==> src/aos_pkg.sv <==
// Shared constants, codes and handshake structs for the arpeggiator octave stepper.
`default_nettype none

package aos_pkg;

  // Ticks in one bar of the host clock
  localparam int unsigned TICKS_PER_BAR = 384;

  // Item kinds carried in in_tuser
  localparam logic [1:0] OP_NOTE  = 2'd0;
  localparam logic [1:0] OP_TICK  = 2'd1;
  localparam logic [1:0] OP_CLEAR = 2'd2;

  // Configuration register indexes
  localparam logic [1:0] REG_OCTAVE_SPAN   = 2'd0;
  localparam logic [1:0] REG_STEPS_PER_BAR = 2'd1;
  localparam logic [1:0] REG_DOWN_UP_MODE  = 2'd2;

  // Port widths
  localparam int unsigned IN_TDATA_W  = 120;
  localparam int unsigned OUT_TDATA_W = 40;

  // Serial datapath widths
  localparam int unsigned DVD_W = 32;
  localparam int unsigned DSR_W = 16;
  localparam int unsigned CNT_W = 6;

  // Iteration counts for the two divider passes
  localparam logic [CNT_W-1:0] STEP_ITERS = CNT_W'(DSR_W);
  localparam logic [CNT_W-1:0] MOD_ITERS  = CNT_W'(DVD_W);

  // Bar length, left aligned so a 16-step pass yields the step length
  localparam logic [DVD_W-1:0] BAR_DIVIDEND = {DSR_W'(TICKS_PER_BAR), {(DVD_W-DSR_W){1'b0}}};

  typedef struct packed {
    logic             start;
    logic [CNT_W-1:0] iters;
    logic [DVD_W-1:0] dividend;
    logic [DSR_W-1:0] divisor;
  } div_req_t;

  typedef struct packed {
    logic             done;
    logic [DSR_W-1:0] quo;
    logic [DSR_W-1:0] rem;
  } div_rsp_t;

  typedef struct packed {
    logic        start;
    logic [31:0] tick;
    logic [31:0] wstart;
    logic [31:0] wlen;
  } win_req_t;

  typedef struct packed {
    logic done;
    logic ok;
  } win_rsp_t;

endpackage

`default_nettype wire

==> src/aos_serial_div.sv <==
// Restoring divider, one quotient bit per cycle, shared for step length and tick modulo.
`default_nettype none

module aos_serial_div (
  input  wire logic              clk,
  input  wire logic              rst_n,
  input  wire aos_pkg::div_req_t req,
  output aos_pkg::div_rsp_t      rsp
);
  import aos_pkg::*;

  logic             busy_r;
  logic             done_r;
  logic [CNT_W-1:0] cnt_r;
  logic [DVD_W-1:0] dvd_r;
  logic [DSR_W-1:0] dsr_r;
  logic [DSR_W-1:0] rem_r;
  logic [DSR_W-1:0] quo_r;
  logic [DSR_W+1:0] diff;
  logic             fits;

  // Trial subtract of the divisor from the partial remainder
  assign diff = {1'b0, rem_r, dvd_r[DVD_W-1]} - {2'b00, dsr_r};
  assign fits = ~diff[DSR_W+1];

  // Control and datapath registers
  always_ff @(posedge clk) begin
    if (!rst_n) begin
      busy_r <= 1'b0;
      done_r <= 1'b0;
      cnt_r  <= '0;
    end else begin
      done_r <= 1'b0;
      if (req.start) begin
        busy_r <= 1'b1;
        cnt_r  <= req.iters;
      end else if (busy_r) begin
        cnt_r <= cnt_r - 1'b1;
        if (cnt_r == CNT_W'(1)) begin
          busy_r <= 1'b0;
          done_r <= 1'b1;
        end
      end
    end
  end

  always_ff @(posedge clk) begin
    if (req.start) begin
      dvd_r <= req.dividend;
      dsr_r <= req.divisor;
      rem_r <= '0;
      quo_r <= '0;
    end else if (busy_r) begin
      dvd_r <= {dvd_r[DVD_W-2:0], 1'b0};
      rem_r <= fits ? diff[DSR_W-1:0] : {rem_r[DSR_W-2:0], dvd_r[DVD_W-1]};
      quo_r <= {quo_r[DSR_W-2:0], fits};
    end
  end

  assign rsp.done = done_r;
  assign rsp.quo  = quo_r;
  assign rsp.rem  = rem_r;

endmodule

`default_nettype wire

==> src/aos_win_serial.sv <==
// Bit-serial window check: tick >= start and tick - start <= length, LSB first.
`default_nettype none

module aos_win_serial (
  input  wire logic              clk,
  input  wire logic              rst_n,
  input  wire aos_pkg::win_req_t req,
  output aos_pkg::win_rsp_t      rsp
);
  import aos_pkg::*;

  logic             busy_r;
  logic             done_r;
  logic [CNT_W-1:0] cnt_r;
  logic [31:0]      t_r;
  logic [31:0]      s_r;
  logic [31:0]      l_r;
  logic             borrow_r;
  logic             gt_r;
  logic             d_bit;
  logic             borrow_nxt;

  // One bit of tick - start
  assign d_bit      = t_r[0] ^ s_r[0] ^ borrow_r;
  assign borrow_nxt = (~t_r[0] & s_r[0]) | (~(t_r[0] ^ s_r[0]) & borrow_r);

  always_ff @(posedge clk) begin
    if (!rst_n) begin
      busy_r <= 1'b0;
      done_r <= 1'b0;
      cnt_r  <= '0;
    end else begin
      done_r <= 1'b0;
      if (req.start) begin
        busy_r <= 1'b1;
        cnt_r  <= MOD_ITERS;
      end else if (busy_r) begin
        cnt_r <= cnt_r - 1'b1;
        if (cnt_r == CNT_W'(1)) begin
          busy_r <= 1'b0;
          done_r <= 1'b1;
        end
      end
    end
  end

  // Shift operands; the higher bit that differs decides the compare
  always_ff @(posedge clk) begin
    if (req.start) begin
      t_r      <= req.tick;
      s_r      <= req.wstart;
      l_r      <= req.wlen;
      borrow_r <= 1'b0;
      gt_r     <= 1'b0;
    end else if (busy_r) begin
      t_r      <= {1'b0, t_r[31:1]};
      s_r      <= {1'b0, s_r[31:1]};
      l_r      <= {1'b0, l_r[31:1]};
      borrow_r <= borrow_nxt;
      if (d_bit != l_r[0]) begin
        gt_r <= d_bit;
      end
    end
  end

  // Final borrow means tick lies before the start
  assign rsp.done = done_r;
  assign rsp.ok   = ~borrow_r & ~gt_r;

endmodule

`default_nettype wire

==> src/arpeggiator_octave_stepper.sv <==
// Top level: held note, configuration, sequencer and output register of the arpeggiator.
//
// Usage:
//   in_ channel: in_tuser carries the item kind (note, tick, clear); in_tdata the fields.
//   A note or clear item is absorbed while the block stays idle and produces no result.
//   A tick item runs the shared serial divider twice: first for the step
//   length (bar ticks / steps_per_bar), then for tick modulo step while
//   the window check shifts through the same 32 bits. The divider yields
//   one quotient bit per cycle; in_tready is low until the tick item is done.
//   A tick that passes all checks leaves one note-on in the out_ register;
//   a tick with no root or zero rate is absorbed and the block stays idle.
//   out_ channel: the result waits in the output register until out_tready;
//   the next item is accepted while it waits, and only a further note-on
//   waits for the register to empty.
//   cfg_ channel: always ready; write only while the block is idle.
//   Reset (rst_n low, synchronous) loads the register defaults, clears the
//   held note and drops out_tvalid.
`default_nettype none

module arpeggiator_octave_stepper (
  input  wire logic                             clk,
  input  wire logic                             rst_n,
  // in_tdata: note_pitch[6:0], note_velocity[13:7], window_start[45:14],
  //           window_length[77:46], tick_now[109:78], midi_channel[113:110], zero pad
  input  wire logic                             in_tvalid,
  output logic                                  in_tready,
  input  wire logic [aos_pkg::IN_TDATA_W-1:0]   in_tdata,
  // in_tuser: op[1:0]
  input  wire logic [1:0]                       in_tuser,
  // out_tdata: out_channel[3:0], out_pitch[11:4], out_velocity[18:12],
  //            gate_ticks[34:19], zero pad
  output logic                                  out_tvalid,
  input  wire logic                             out_tready,
  output logic [aos_pkg::OUT_TDATA_W-1:0]       out_tdata,
  input  wire logic                             cfg_valid,
  output logic                                  cfg_ready,
  input  wire logic [1:0]                       cfg_index,
  input  wire logic [7:0]                       cfg_data
);
  import aos_pkg::*;

  typedef enum logic [1:0] {S_IDLE, S_STEP, S_MOD, S_EMIT} state_t;

  state_t           state_r;
  logic [3:0]       span_r;
  logic [7:0]       spb_r;
  logic             mode_r;
  logic [6:0]       root_r;
  logic [6:0]       vel_r;
  logic [31:0]      start_r;
  logic [31:0]      len_r;
  logic [3:0]       oct_r;
  logic             rising_r;
  logic [31:0]      tick_r;
  logic [3:0]       chan_r;
  logic [DSR_W-1:0] step_r;
  logic             out_valid_r;
  logic [3:0]       out_chan_r;
  logic [7:0]       out_pitch_r;
  logic [6:0]       out_vel_r;
  logic [15:0]      out_gate_r;

  div_req_t         div_req;
  div_rsp_t         div_rsp;
  win_req_t         win_req;
  win_rsp_t         win_rsp;

  logic             in_acc;
  logic             tick_go;
  logic             step_ok;
  logic             emit_go;
  logic [7:0]       pitch;
  logic [3:0]       oct_nxt;
  logic             rising_nxt;

  // Input fields
  logic [6:0]  f_pitch;
  logic [6:0]  f_vel;
  logic [31:0] f_wstart;
  logic [31:0] f_wlen;
  logic [31:0] f_tick;
  logic [3:0]  f_chan;

  assign f_pitch  = in_tdata[6:0];
  assign f_vel    = in_tdata[13:7];
  assign f_wstart = in_tdata[45:14];
  assign f_wlen   = in_tdata[77:46];
  assign f_tick   = in_tdata[109:78];
  assign f_chan   = in_tdata[113:110];

  assign in_tready = (state_r == S_IDLE);
  assign cfg_ready = 1'b1;
  assign in_acc    = in_tvalid & in_tready;
  assign tick_go   = in_acc & (in_tuser == OP_TICK) & (root_r != 7'd0) & (spb_r != 8'd0);
  assign step_ok   = (state_r == S_STEP) & div_rsp.done & (div_rsp.quo != '0);
  assign emit_go   = (state_r == S_EMIT) & (~out_valid_r | out_tready);

  // Divider requests: step length from idle, tick modulo after the step pass
  always_comb begin
    div_req.start = tick_go | step_ok;
    if (state_r == S_IDLE) begin
      div_req.iters    = STEP_ITERS;
      div_req.dividend = BAR_DIVIDEND;
      div_req.divisor  = {{(DSR_W-8){1'b0}}, spb_r};
    end else begin
      div_req.iters    = MOD_ITERS;
      div_req.dividend = tick_r;
      div_req.divisor  = div_rsp.quo;
    end
  end

  assign win_req.start  = step_ok;
  assign win_req.tick   = tick_r;
  assign win_req.wstart = start_r;
  assign win_req.wlen   = len_r;

  aos_serial_div u_div (
    .clk   (clk),
    .rst_n (rst_n),
    .req   (div_req),
    .rsp   (div_rsp)
  );

  aos_win_serial u_win (
    .clk   (clk),
    .rst_n (rst_n),
    .req   (win_req),
    .rsp   (win_rsp)
  );

  // Pitch from the current octave: root + 8*oct + 4*oct, wrapped to 8 bits
  assign pitch = {1'b0, root_r} + {1'b0, oct_r, 3'b000} + {2'b00, oct_r, 2'b00};

  // Octave ping-pong in down-up mode with a nonzero span, saturating at both ends; else held
  always_comb begin
    oct_nxt    = oct_r;
    rising_nxt = rising_r;
    if (mode_r && (span_r != 4'd0)) begin
      if (rising_r) begin
        if (oct_r != 4'd15) begin
          oct_nxt = oct_r + 4'd1;
        end
      end else if (oct_r != 4'd0) begin
        oct_nxt = oct_r - 4'd1;
      end
      if (oct_nxt == 4'd0) begin
        rising_nxt = 1'b1;
      end else if (oct_nxt >= span_r) begin
        rising_nxt = 1'b0;
      end
    end
  end

  // Sequencer, held note, configuration and output valid
  always_ff @(posedge clk) begin
    if (!rst_n) begin
      state_r     <= S_IDLE;
      span_r      <= 4'd0;
      spb_r       <= 8'd4;
      mode_r      <= 1'b0;
      root_r      <= 7'd0;
      vel_r       <= 7'd127;
      start_r     <= 32'd0;
      len_r       <= 32'd0;
      oct_r       <= 4'd0;
      rising_r    <= 1'b0;
      out_valid_r <= 1'b0;
    end else begin
      if (cfg_valid) begin
        unique case (cfg_index)
          REG_OCTAVE_SPAN:   span_r <= cfg_data[3:0];
          REG_STEPS_PER_BAR: spb_r  <= cfg_data;
          REG_DOWN_UP_MODE:  mode_r <= cfg_data[0];
          default: ;
        endcase
      end

      if (emit_go) begin
        out_valid_r <= 1'b1;
      end else if (out_tready) begin
        out_valid_r <= 1'b0;
      end

      unique case (state_r)
        S_IDLE: begin
          if (in_acc) begin
            unique case (in_tuser)
              OP_NOTE: begin
                root_r   <= f_pitch;
                vel_r    <= f_vel;
                start_r  <= f_wstart;
                len_r    <= f_wlen;
                oct_r    <= span_r;
                rising_r <= 1'b0;
              end
              OP_CLEAR: begin
                root_r  <= 7'd0;
                vel_r   <= 7'd127;
                start_r <= 32'd0;
                len_r   <= 32'd0;
              end
              default: ;
            endcase
            if (tick_go) begin
              state_r <= S_STEP;
            end
          end
        end
        S_STEP: begin
          if (div_rsp.done) begin
            state_r <= step_ok ? S_MOD : S_IDLE;
          end
        end
        S_MOD: begin
          // both serial units start together, run MOD_ITERS passes and finish together
          if (div_rsp.done && win_rsp.done) begin
            state_r <= (win_rsp.ok && (div_rsp.rem == '0)) ? S_EMIT : S_IDLE;
          end
        end
        S_EMIT: begin
          if (emit_go) begin
            oct_r    <= oct_nxt;
            rising_r <= rising_nxt;
            state_r  <= S_IDLE;
          end
        end
        default: state_r <= S_IDLE;
      endcase
    end
  end

  // Tick payload, step length and result payload
  always_ff @(posedge clk) begin
    if (tick_go) begin
      tick_r <= f_tick;
      chan_r <= f_chan;
    end
    if (step_ok) begin
      step_r <= div_rsp.quo;
    end
    if (emit_go) begin
      out_chan_r  <= chan_r;
      out_pitch_r <= pitch;
      out_vel_r   <= vel_r;
      out_gate_r  <= (step_r - 16'd1) >> 1;
    end
  end

  assign out_tvalid = out_valid_r;
  assign out_tdata  = {5'b00000, out_gate_r, out_vel_r, out_pitch_r, out_chan_r};

endmodule

`default_nettype wire

==> config.mk <==
export PLATFORM = sky130hd
export DESIGN_NAME = arpeggiator_octave_stepper
export DESIGN_NICKNAME = d
export VERILOG_FILES = /design/src/aos_pkg.sv /design/src/aos_serial_div.sv /design/src/aos_win_serial.sv /design/src/arpeggiator_octave_stepper.sv
export SDC_FILE = /design/constraint.sdc
export NUM_CORES = 1
export LEC_CHECK = 0
export BUFFER_PORTS_ARGS = -buffer_cell sky130_fd_sc_hd__buf_2
export CAP_MARGIN = 30
export CORE_ASPECT_RATIO = 0.8
export CORE_MARGIN = 4
export CORE_UTILIZATION = 59
export CTS_CLUSTER_DIAMETER = 80
export DETAILED_ROUTE_END_ITERATION = 6
export PLACE_DENSITY_LB_ADDON = 0.1
export SETUP_SLACK_MARGIN = 0.02
export SYNTH_ARGS = -nofsm -noshare
export SYNTH_HDL_FRONTEND = slang
export SYNTH_SLANG_ARGS = --single-unit
export TNS_END_PERCENT = 50
==> constraint.sdc <==
create_clock -name clk -period 4.49 [get_ports clk]
set_input_delay 0.2245 -clock clk [delete_from_list [all_inputs] [get_ports clk]]
set_output_delay 0.2245 -clock clk [all_outputs]
set_load 0.1 [all_outputs]
==> flow_summary.ini <==
[final_layout]
drive_gt1_share_pct = 14.8
antenna_cells = 0
syn2layout_area_growth_pct = 19.0
layout.nets = 1947
final_area_mm2 = 0.0199
postLayoutCoreUtil_pct = 72.1

[setup_path]
path_class = flip-flop to output pin
path_max_fanout = 18
worstSetupStartpointType = flip-flop
r2r_slack_ns = 1.56
crit_path_cell_trace = or2_0, inv_1, buf_2
arrival_ns = 2.76
reg2reg_from = u_div.quo_r[10]
cp-end-kind = output pin
r2r_cells = 4
crit_path_max_incr_delay_ns = 0.87
worst_path_max_delay_cell = or2_0
crit_required_ns = 4.27
r2r-end = u_div.dvd_r[5]

[timing]
setup_viol = 0
tightest_slew_ns = 1.05
period_minus_slack_ns = 2.99
hold_viol = 0
maxSlewViolCount = 0
rsz0062_at_grt = no
max_freq_mhz = 335
fin_hold_ws_ns = 0.00263
clock_skew_ns = 0.0227
relSlewSlack_pct = 29.7
min_period_over_period_pct = 66.5
tns_ns = 0

[detailed_routing]
num_vias = 12000
routed_wl_um = 36000
drtIter0Drc = 1015
ant_nets = 0
dr.pass1.iters = 5
viasPerCell = 5.55
routedWlPerCell_um = 16.6
post-route-drc-count = 0

[clock_network]
clk_latency_ns = 0.52
clk_pin_slew_ns = 0.06
clockRootBuffer = clkbuf_16
cts-htree-levels = 2
cts.sinks = 379
cts_tree = built
cts_buffers = 38
clockBufferDepth = 3

[synthesis]
synth_fa_ha_area_share_pct = 3.19
synthTopCellsByArea = edfxtp_1 41%, dfxtp_1 18%, nand2_1 8.7%, nand3b_1 3.5%, a21boi_0 3.2%
ys_types = 77
synth-edff-count = 230
synth_area_per_cell_um2 = 10.8
synthArstFlopShare_pct = 0
ys.flop_type = edfxtp_1
yosysTopAreaCellShare_pct = 41.3
yosys_warnings = 0
synth_compound_gate_area_share_pct = 11.6
synth.area.mux_share_pct = 2.48
synth_top_family_by_area = simple AND/OR/NAND/NOR gates
synth-xor-area-share_pct = 1.47
ys_ff_latch = 379
ys_seq_area_share_pct = 59.2
synth_most_common_cell = nand2_1
netlist_instances = 1548
synth_area_mm2 = 0.0167
yosys.area_share.simple_pct = 18.2
synth.largest_area_cell = edfxtp_1
synth_common_cells = 389 x nand2_1, 230 x edfxtp_1, 149 x dfxtp_1

[pwr]
p_leak_nw = 7.86
p_sw_mw = 2.27
p_int_mw = 6.24
swShare_pct = 26.7
power_frac_clock_pct = 35.9
peakVddDrop_mv = 0.356
combPwrFrac_pct = 15.9
power_density_mw_per_mm2 = 428
seqPwrFrac_pct = 48.1

[min_path]
holdPathStages = 3
hold_path_class = input pin to flip-flop
worstHoldStart = in_tdata[37]
hold_end = start_r[23]

[floorplan]
pin_count = 180
floorplan.die_area_mm2 = 0.0311
rows = 54
die_height_um = 159
core_area_mm2 = 0.0276
die_w_um = 196
initial_core_util_pct = 60.6

[grt]
grt_pass1_vias = 11800
grt_overflow_total = 0
grt_pass1_wl_um = 59300
grt_max_degree = 80
grt_usage_pct = 23.2
antenna_found_initial = 0

[placement]
gp_congestion = 0.859
dpl-instance-area_mm2 = 0.0178
portBuffers = 166
dp_hpwl_um = 21700

[run]
drv_cap = 0

[run_status]
status = complete, no violations
==> cells by family after synthesis <==
group / after synthesis
flip-flops: 379
XOR/XNOR: 28
adder cells (fa/ha/maj): 39
other: 2
AO/OA/AOI/OAI: 262
multiplexers: 39
AND/OR/NAND/NOR: 654
buffers and inverters: 145
==> cell type report <==
type / count / area (um^2)
Sequential cell: 379 / 9890
Fill cell: 1934 / 7690
Multi-Input combinational cell: 1029 / 6240
Timing Repair Buffer: 273 / 1910
Clock buffer: 52 / 1050
Tap cell: 364 / 455
Inverter: 50 / 190
Clock inverter: 17 / 141
==> flip-flops by register name, indices dropped and copies added (netlist names), 15 cells and up <==
register	count
len_r	32
u_win.t_r	32
u_div.dsr_r	16
start_r	32
u_div.quo_r	16
tick_r	32
u_win.s_r	32
u_div.rem_r	16
u_win.l_r	32
u_div.dvd_r	32
out_gate_r	15
step_r	16
==> metrics by stage <==
step                      setup WS (ns)  total power, mW  cells
final                              1.50             8.51   2164
after global routing               1.32             8.90   2164
after CTS                          1.48             8.55   2163
after detailed placement           1.47             5.44   2003
after global placement             1.47             5.39   2001
after floorplan                   0.689             5.09   1553
==> how the worst max path moves through the flow <==
stage               slack, ns  cells after the start             end             from
detailed placement       1.47                      4  u_div.dvd_r[6]  u_div.quo_r[10]
global placement         1.47                      4  u_div.dvd_r[6]  u_div.quo_r[10]
global route             1.32                      4  u_div.dvd_r[4]  u_div.quo_r[11]
floorplan                0.69                      6    u_win.l_r[0]       state_r[0]
finish                   1.50                      3       in_tready       state_r[1]
CTS                      1.48                      4  u_div.dvd_r[4]  u_div.quo_r[10]
==> worst max-delay path: cells and delay by family, from the launching register on <==
kind / cells / cell delay (ns)
and+or+nand+nor: 1 / 0.87
buffers and inverters: 2 / 0.80
DFF: 1 / 0.58
==> metal layers <==
layer,part of all wire (%),GRT usage (%),up-vias,wire (um)
met2,46,37.6,375,16400
met5,0,0,-,0
li1,-,-,5883,-
met3,6.6,3.79,63,2380
met4,1.9,6.11,0,679
met1,46,33.2,5684,16500
==> repair_timing <==
action                    in CTS  in global routing
resized for setup              0                  0
hold endpoints to repair      93                  0
hold buffers                  91                  0
buffers inserted               0                  0
==> cell usage in the layout (no fill, tap or decap), drive strengths merged, types with 28 or more instances in the layout <==
cell           n
nand3b        77
dlygate4sd3   91
nor2          61
ha            33
a21oi         29
nand2        389
a22o          28
edfxtp       230
o21ai         42
inv           51
mux2i         29
clkbuf        52
buf          182
a21boi        78
dfxtp        149
==> power by group through the flow <==
stage | registers [mW] | logic (mW) | clock network (mW)
after floorplan | 4.09 | 0.996 | 0
after global placement | 4.16 | 1.23 | 0
after detailed placement | 4.17 | 1.27 | 0
after CTS | 4.09 | 1.34 | 3.12
after global routing | 4.13 | 1.51 | 3.27
final | 4.10 | 1.36 | 3.06
(Power assumes the default switching activity.)
